`config.mk`:
```
export PLATFORM = sky130hd
export DESIGN_NAME = gtm_tile_div
export DESIGN_NICKNAME = d
export VERILOG_FILES = /design/src/design/gtm_pkg.sv /design/src/design/gtm_tile_div.sv
export SDC_FILE = /design/constraint.sdc
export NUM_CORES = 1
export LEC_CHECK = 0
export BUFFER_PORTS_ARGS = -buffer_cell sky130_fd_sc_hd__buf_2
export CAP_MARGIN = 25
export CORE_MARGIN = 2
export CORE_UTILIZATION = 24
export DETAILED_ROUTE_END_ITERATION = 6
export PLACE_DENSITY_LB_ADDON = 0.2
export SYNTH_ARGS = -nofsm -noshare
export SYNTH_HDL_FRONTEND = slang
export SYNTH_SLANG_ARGS = --single-unit
```
`constraint.sdc`:
```
create_clock -name clock -period 4.3 [get_ports clock]
set_clock_uncertainty 0.2 [all_clocks]
set_input_delay 0.43 -clock clock [delete_from_list [all_inputs] [get_ports clock]]
set_output_delay 0.43 -clock clock [all_outputs]
set_load 0.02 [all_outputs]
```
`src/design/gtm_pkg.sv`:
```
`default_nettype none
package gtm_pkg;

   localparam int LAT_W       = 29;
   localparam int LON_W       = 30;
   localparam int COORD_W     = 26;
   localparam int TILE_W      = 16;
   localparam int WORD_W      = 64;
   localparam int FRAC_W      = 56;
   localparam int EXP_W       = 8;
   localparam int SERIES_TERMS = 28;
   localparam int LOG_ROUNDS  = 56;

   localparam logic signed [LAT_W-1:0] LAT_LIMIT = 29'sd85051128;
   localparam logic signed [LON_W-1:0] LON_LIMIT = 30'sd180000000;
   localparam logic [44:0]  KX_Q48       = 45'd31333651078479;
   localparam logic [37:0]  HALF_RAD_Q64 = 38'd160978210179;
   localparam logic [63:0]  LN2_Q64      = 64'hB17217F7D1CF79AC;
   localparam logic [22:0]  EARTH_R      = 23'd6378137;
   localparam logic [63:0]  ONE_Q62      = 64'h4000_0000_0000_0000;

   // term kinds of the sine/cosine series, by term index mod 4
   localparam logic [1:0] TERM_COS_ADD = 2'd0;
   localparam logic [1:0] TERM_SIN_ADD = 2'd1;
   localparam logic [1:0] TERM_COS_SUB = 2'd2;
   localparam logic [1:0] TERM_SIN_SUB = 2'd3;

   typedef struct packed {
      logic                      valid;
      logic                      ok;
      logic                      lat_neg;
      logic signed [COORD_W-1:0] east;
   } side_type;

   typedef struct packed {
      logic [WORD_W-1:0] a;
      logic [WORD_W-1:0] t;
      logic [WORD_W-1:0] s;
      logic [WORD_W-1:0] c;
   } ser_type;

   typedef struct packed {
      logic [WORD_W-1:0]       m;
      logic [FRAC_W-1:0]       frac;
      logic signed [EXP_W-1:0] e;
   } lane_type;

   typedef struct packed {
      logic [63:0] p00;
      logic [63:0] p01;
      logic [63:0] p10;
      logic [63:0] p11;
   } pp_type;

   typedef struct packed {
      logic                      fix_ok;
      logic signed [COORD_W-1:0] east;
      logic signed [COORD_W-1:0] north;
      logic signed [TILE_W-1:0]  col;
      logic signed [TILE_W-1:0]  row;
   } res_type;

   // 32x32 partial products of a 64x64 multiply
   function automatic pp_type mul_pp(input logic [63:0] a, input logic [63:0] b);
      pp_type r;
      r.p00 = {32'd0, a[31:0]}  * {32'd0, b[31:0]};
      r.p01 = {32'd0, a[31:0]}  * {32'd0, b[63:32]};
      r.p10 = {32'd0, a[63:32]} * {32'd0, b[31:0]};
      r.p11 = {32'd0, a[63:32]} * {32'd0, b[63:32]};
      return r;
   endfunction

   function automatic logic [127:0] pp_sum(input pp_type p);
      return {64'd0, p.p00} + {32'd0, p.p01, 32'd0} + {32'd0, p.p10, 32'd0} + {p.p11, 64'd0};
   endfunction

   // Q62 product rounded half up
   function automatic logic [63:0] round_q62(input logic [127:0] x);
      logic [127:0] r;
      r = x + 128'h2000_0000_0000_0000;
      return r[125:62];
   endfunction

endpackage
`default_nettype wire

```
`src/design/gtm_tile_div.sv`:
```
`default_nettype none
module gtm_tile_div #(
   parameter int BLOCK_METERS = 1024
) (
   input  wire logic                        clock,
   input  wire logic                        reset,
   input  wire logic                        en,
   input  wire gtm_pkg::side_type           side_i,
   input  wire logic signed [gtm_pkg::COORD_W-1:0] north_i,
   output logic                             valid_o,
   output gtm_pkg::res_type                 res_o
);
   import gtm_pkg::*;

   // floor(v/D) = (v + OFF) / D - OFF_Q, with OFF = OFF_Q * D keeping the dividend positive
   localparam int          OFF_Q_I = (2**25 + BLOCK_METERS - 1) / BLOCK_METERS;
   localparam logic [27:0] OFF_Q   = 28'(OFF_Q_I);
   localparam logic [26:0] OFF     = 27'(OFF_Q_I * BLOCK_METERS);
   localparam logic [16:0] DIV     = 17'(BLOCK_METERS);
   localparam logic [40:0] RCP     = 41'((64'd1 << 40) / 64'(BLOCK_METERS));

   side_type sd_ff [0:3];
   logic signed [COORD_W-1:0] nt_ff [0:3];
   logic [26:0] u_ff [0:1], u1_ff [0:1], u2_ff [0:1];
   logic [58:0] pl_ff [0:1];
   logic [35:0] ph_ff [0:1];
   logic [27:0] q0_ff [0:1];
   logic signed [TILE_W-1:0] tile_ff [0:1];

   logic [COORD_W-1:0] v [0:1];
   logic [26:0] u_in [0:1];
   logic [67:0] sum [0:1];
   logic [44:0] rem [0:1];
   logic [27:0] q [0:1];

   always_comb begin
      v[0] = side_i.east;
      v[1] = north_i;
      for (int i = 0; i < 2; i++) begin
         u_in[i] = {v[i][COORD_W-1], v[i]} + OFF;
         sum[i]  = 68'(pl_ff[i]) + {ph_ff[i], 32'd0};
         rem[i]  = 45'(u2_ff[i]) - 45'(q0_ff[i]) * 45'(DIV);
         q[i]    = q0_ff[i] + ((rem[i] >= 45'(DIV)) ? 28'd1 : 28'd0);
      end
   end

   always_ff @(posedge clock) begin
      if (reset) begin
         for (int i = 0; i < 4; i++) sd_ff[i] <= '0;
      end else if (en) begin
         sd_ff[0] <= side_i;
         for (int i = 1; i < 4; i++) sd_ff[i] <= sd_ff[i-1];
      end
   end

   always_ff @(posedge clock) begin
      if (en) begin
         nt_ff[0] <= north_i;
         for (int i = 1; i < 4; i++) nt_ff[i] <= nt_ff[i-1];
         for (int i = 0; i < 2; i++) begin
            u_ff[i]    <= u_in[i];
            pl_ff[i]   <= 59'(u_ff[i]) * 59'(RCP[31:0]);
            ph_ff[i]   <= 36'(u_ff[i]) * 36'(RCP[40:32]);
            u1_ff[i]   <= u_ff[i];
            q0_ff[i]   <= sum[i][67:40];
            u2_ff[i]   <= u1_ff[i];
            tile_ff[i] <= TILE_W'(q[i] - OFF_Q);
         end
      end
   end

   assign valid_o      = sd_ff[3].valid;
   assign res_o.fix_ok = sd_ff[3].ok;
   assign res_o.east   = sd_ff[3].east;
   assign res_o.north  = nt_ff[3];
   assign res_o.col    = tile_ff[0];
   assign res_o.row    = tile_ff[1];

endmodule
`default_nettype wire

```
==> impl_metrics.yaml, run 1 <==
timing:
  max_freq_ghz: 0.534
  finalHoldViolCount: 0
  relSlewSlack_pct: 42.9
  setup_violations: 0
  rsz0062_at_grt: "false"
  finalCritPeriodShare_pct: 43.6
  tightestPinTransition_ns: 0.857
  drv_slew: 0
  finalWorstSetupSlack_ns: 2.43
  tns_ns: 0
  fin_crit_ns: 1.87
die:
  fp.dieArea_um2: 42700
  start_util_pct: 24.3
  ios: 144
  dieHeight_um: 207
  fp-row-count: 74
  fp.dieW_um: 207
  core_area_um2: 40600
drt:
  wl_per_cell_um: 13.5
  drtIter0Drc: 250
  routed_via_density: 3.64
  vias: 4313
  wirelength_um: 16000
  drc: 0
  first_pass_iters: 4
  antenna_left: 0
worst_hold_path:
  hp-class: "primary input to register"
  whs_path_depth: 2
global_routing:
  antenna_found_initial: 0
  grt_use_total_pct: 7.49
  grt-ovfl-total: 0
  grt_first_pass_wirelength_um: 24800
  grt_max_degree: 154
  grt_pass1_vias: 4381
pwr:
  p_per_area_nw_per_um2: 514
  ir_drop_mv: 0.229
  p_total_mw: 6.48
  leakage_nw: 5.12
setup_path:
  crit_type: "primary input to register"
  end_kind: "register"
  worst_r2r_path_depth: 1
  crit_arrival_ns: 1.87
  crit_slowest_cell: "or2_4"
  cp_cell_sequence: "buf_8 -> or2_4 -> buf_4"
  path_delay_family: "simple AND/OR/NAND/NOR gates"
  cp_num_cells: 3
  path_max_fanout: 55
  cp_data_required_time_ns: 4.29
  max_stage_delay_ns: 0.70
  crit_buf_inv: 2
  startpoint_type: "primary input"
yosys:
  syn_area_per_cell_um2: 22.4
  yosys_register_bits: 284
  synth_top_cell_by_area: "edfxtp_1"
  ys_seq_area_share_pct: 86.5
  synth-main-ff-cell: "edfxtp_1"
  ys_warn_count: 0
  synth_common_cells: "edfxtp_1 (284), and3b_1 (112), buf_6 (16)"
  mappedNetlistArea_um2: 9860
  synthCells: 440
  yosysMostFrequentCell: "edfxtp_1"
  synth_top_area_share_pct: 86.5
  async_flop_share_pct: 0
  synth.area.top_cells: "edfxtp_1 (87%), and3b_1 (10%), buf_6 (1.8%)"
  yosysUniqueCellTypes: 8
  synth_nets: 498
  synth-edff-count: 284
clock_tree:
  cts_buffers: 34
  clk_pin_slew_ns: 0.05
  ctsResizeCount: 0
  cts_max_level: 2
  clk_latency_ns: 0.53
  cts_root_buf: "clkbuf_16"
  cts_sinks: 284
  cts_tree: "done"
  clockBufferDepth: 3
outcome:
  status: "finished, final reports clean"
final_layout:
  synthToLayoutAreaGrowth_pct: 27.8
  layoutNonFillerInstCount: 1186
  nets: 690
  insertedDiodeCount: 0
  drive_above_1_share_pct: 29.8
  fillers: 3938
placement:
  dp_hpwl_um: 9170
  dp_cells: 1080
  gp_congestion: 0.626
  dpl_worst_slack_ns: 1.83
  port_buffers: 142
flow_run:
  cap_viol_max_count: 0
## placed cells by master, fill, tap and decap left out
| cell type | instances |
|---|---|
| dlygate4sd3_1 | 48 |
| clkinv_8 | 2 |
| and3b_1 | 112 |
| inv_1 | 4 |
| clkbuf_16 | 35 |
| edfxtp_1 | 284 |
| buf_8 | 1 |
| clkinv_1 | 5 |
| clkinv_2 | 3 |
| buf_4 | 4 |
| clkinv_4 | 1 |
| clkbuf_1 | 6 |
| bufinv_16 | 5 |
| buf_2 | 140 |
| inv_6 | 1 |
| buf_12 | 2 |
| or2_4 | 1 |
## per-stage QoR
step / instance area [um^2] / hold slack (ns) / util (%)
final: 12600 / 0.0490 / 31.0
after global routing: 12600 / 0.0159 / 31.0
after CTS: 12600 / 0.00343 / 31.0
after detailed placement: 11000 / 0.205 / 27.0
after global placement: 11000 / 0.200 / 27.0
after floorplan: 9860 / 0.200 / -
## cells by family (layout without fill, tap and decap cells)
| logic type | Yosys count | after routing | share of synthesized area (%) |
|---|---|---|---|
| and+or+nand+nor | 113 | 113 | 10.0 |
| DFF | 284 | 284 | 86.5 |
| buffers and inverters | 43 | 257 | 3.48 |
## power breakdown
part           total, mW  internal [mW]  switching [mW]
clock               2.88           1.79            1.09
combinational      0.294          0.113           0.181
sequential          3.30           3.26          0.0437
## path summary, 6_finish.rpt
check	slack, ns	startpoint	to
max	2.43	en	sd_ff[0][15]
min	0.05	side_i[0]	sd_ff[0][0]
max reg2reg	3.29	sd_ff[0][19]	sd_ff[1][19]
min reg2reg	0.21	nt_ff[1][11]	nt_ff[2][11]
## registers in the layout, indices dropped and copies added, names as in the netlist
name     cells
pl_ff       17
u_ff        17
nt_ff      104
sd_ff      112
tile_ff     17
u2_ff       17
## layer usage
layer	wire, um	GRT usage, %
met1	7070	9.56
met2	7460	11.0
met5	0	0
met4	527	3.67
met3	940	3.05
## area by class of cell
type	count	area, um^2	share of cell area (%)
Tap cell	532	666	5.28
Clock inverter	17	234	1.86
Timing Repair Buffer	195	1270	10.1
Multi-Input combinational cell	113	990	7.86
Sequential cell	284	8530	67.7
Clock buffer	41	898	7.13
Inverter	4	15.0	0.119
## repair_timing
item                      in CTS  in global routing
buffers inserted               0                  0
hold buffers                  48                  0
hold endpoints to repair      50                  0
Power figures use the tool's default switching activity.
==> inputs of run 2 (changes only) <==
Settings changed: ABC_AREA from default to 1.
Clock period 4.3 ns to 1.76 ns, I/O delays scaled along.
==> impl_metrics.yaml, run 2 <==
clock_tree:
  clockBufferDepth: 3
  cts_max_level: 2
  cts_buffers: 34
  clk_pin_slew_ns: 0.06
  cts_hold_buf: 64
  post-cts-setup-buffer-count: 0
  ctsResizeCount: 0
  cts_sinks: 284
  cts_root_buf: "clkbuf_16"
  clk_latency_ns: 0.53
  cts_tree: "done"
final_layout:
  nets: 828
  largest_reg_flops: 112
  final_cell_mix: "edfxtp_1 (284), buf_2 (141), inv_1 (116)"
  synthToLayoutAreaGrowth_pct: 31.4
  top_regs: "sd_ff: 112 flops, nt_ff: 104 flops"
  final_common_cell: "edfxtp_1"
  largest_register: "sd_ff"
  drive_above_1_share_pct: 35.6
  stdcell_area_um2: 12900
yosys:
  synth_common_cells: "edfxtp_1 (284), inv_1 (116), nor2_2 (80)"
  ys_seq_area_share_pct: 86.6
  synth_top_area_share_pct: 86.6
  synth-main-ff-cell: "edfxtp_1"
  synth.area.top_cells: "edfxtp_1 (87%), nor2_2 (5.1%), inv_1 (4.4%)"
  synth-edff-count: 284
  mappedNetlistArea_um2: 9840
  synthCells: 541
  async_flop_share_pct: 0
  synth_nets: 599
  yosysUniqueCellTypes: 10
  ys_warn_count: 0
  synth_top_cell_by_area: "edfxtp_1"
  yosys_register_bits: 284
  yosysMostFrequentCell: "edfxtp_1"
  syn_area_per_cell_um2: 18.2
die:
  ios: 144
  start_util_pct: 24.2
  core_area_um2: 40600
  fp.dieW_um: 207
  dieHeight_um: 207
  fp.dieArea_um2: 42700
  fp-row-count: 74
setup_path:
  startpoint_type: "primary input"
  crit_arrival_ns: 1.77
  rr_startpoint: "sd_ff[2][12]"
  cp_data_required_time_ns: 1.84
  worst_r2r_path_depth: 2
  rrSetupSlack_ns: 0.79
  path_max_fanout: 27
  r2r_end: "sd_ff[3][12]"
  crit_type: "primary input to register"
  end_kind: "register"
worst_hold_path:
  hold_end: "nt_ff[0][7]"
  worstHoldStart: "north_i[7]"
  whs_path_depth: 2
  hp-class: "primary input to register"
timing:
  fin_crit_ns: 1.68
  finalHoldViolCount: 0
  finalCritPeriodShare_pct: 95.7
  relSlewSlack_pct: 67.0
  drv_slew: 0
  tightestPinTransition_ns: 0.496
  setup_violations: 0
  tns_ns: 0
  rsz0062_at_grt: "false"
  max_freq_ghz: 0.594
pwr:
  leakage_nw: 5.01
  ir_drop_mv: 0.535
  p_per_area_nw_per_um2: 1210
  p_total_mw: 15.6
global_routing:
  grt_use_total_pct: 7.33
  grt-ovfl-total: 0
  antenna_found_initial: 1
  grt_first_pass_wirelength_um: 23600
  grt_pass1_vias: 4410
  grt_max_degree: 46
drt:
  wl_per_cell_um: 11.6
  first_pass_iters: 4
  routed_via_density: 3.40
  drtIter0Drc: 215
  wirelength_um: 15400
  vias: 4514
  drc: 0
  antenna_left: 0
outcome:
  status: "finished, final reports clean"
placement:
  port_buffers: 142
  place_area_um2: 11200
  gp_congestion: 0.657
  dp_hpwl_um: 9030
flow_run:
  cap_viol_max_count: 0
-- run 2: final cells by class --
cell class	count	area [um^2]
flip-flops and latches	284	8530
inverters	116	435
clock inverters	17	178
well taps	532	666
diodes	1	2.50
multi-input cells	114	649
clock buffers	44	910
repair buffers	220	1560
fillers	4011	27700
-- run 2: logic make-up after synthesis --
| family | Yosys count | synth area share (%) |
|---|---|---|
| flip-flops | 284 | 86.6 |
| buffers and inverters | 143 | 6.94 |
| AND/OR/NAND/NOR | 114 | 6.43 |
-- run 2: where the power goes --
part | switching, mW | total (mW) | internal, mW | leakage [nW]
registers | 0.105 | 8.06 | 7.95 | 2.92
clock network | 2.67 | 6.77 | 4.11 | 0.529
logic | 0.506 | 0.814 | 0.309 | 1.56
total | 3.28 | 15.6 | 12.4 | 5.01
-- run 2: routing by layer --
layer	part of all wire [%]	GRT usage (%)
met1	42	8.47
met2	48	11.7
met3	6.0	2.95
met4	4.0	3.93
met5	0	0
-- run 2: per-stage QoR --
step           util, %  worst slack (ns)  hold slack (ns)  std cells
2_1_floorplan        -             0.132           0.0749        541
3_3_place_gp      27.6             0.345            0.155       1202
3_5_place_dp      27.6             0.341            0.154       1202
4_1_cts           31.8            0.0932            0.102       1327
5_1_grt           31.8            0.0210            0.122       1328
6_report          31.8            0.0751            0.149       1328
-- run 2: critical path, cell delays in order --
cell and delay, ns:
dlygate4sd3_1 0.54, buf_2 0.11, inv_1 0.08, nand2_8 0.22, nor2_1 0.07, dlygate4sd3_1 0.56
-- run 2: worst max-delay path by stage --
stage | start | endpoint | slack, ns
2_1_floorplan | en | sd_ff[0][0] | 0.13
5_1_grt | reset | sd_ff[0][28] | 0.02
3_3_place_gp | en | sd_ff[0][20] | 0.34
3_5_place_dp | en | sd_ff[2][22] | 0.34
4_1_cts | reset | sd_ff[0][28] | 0.09
6_report | reset | sd_ff[0][28] | 0.08
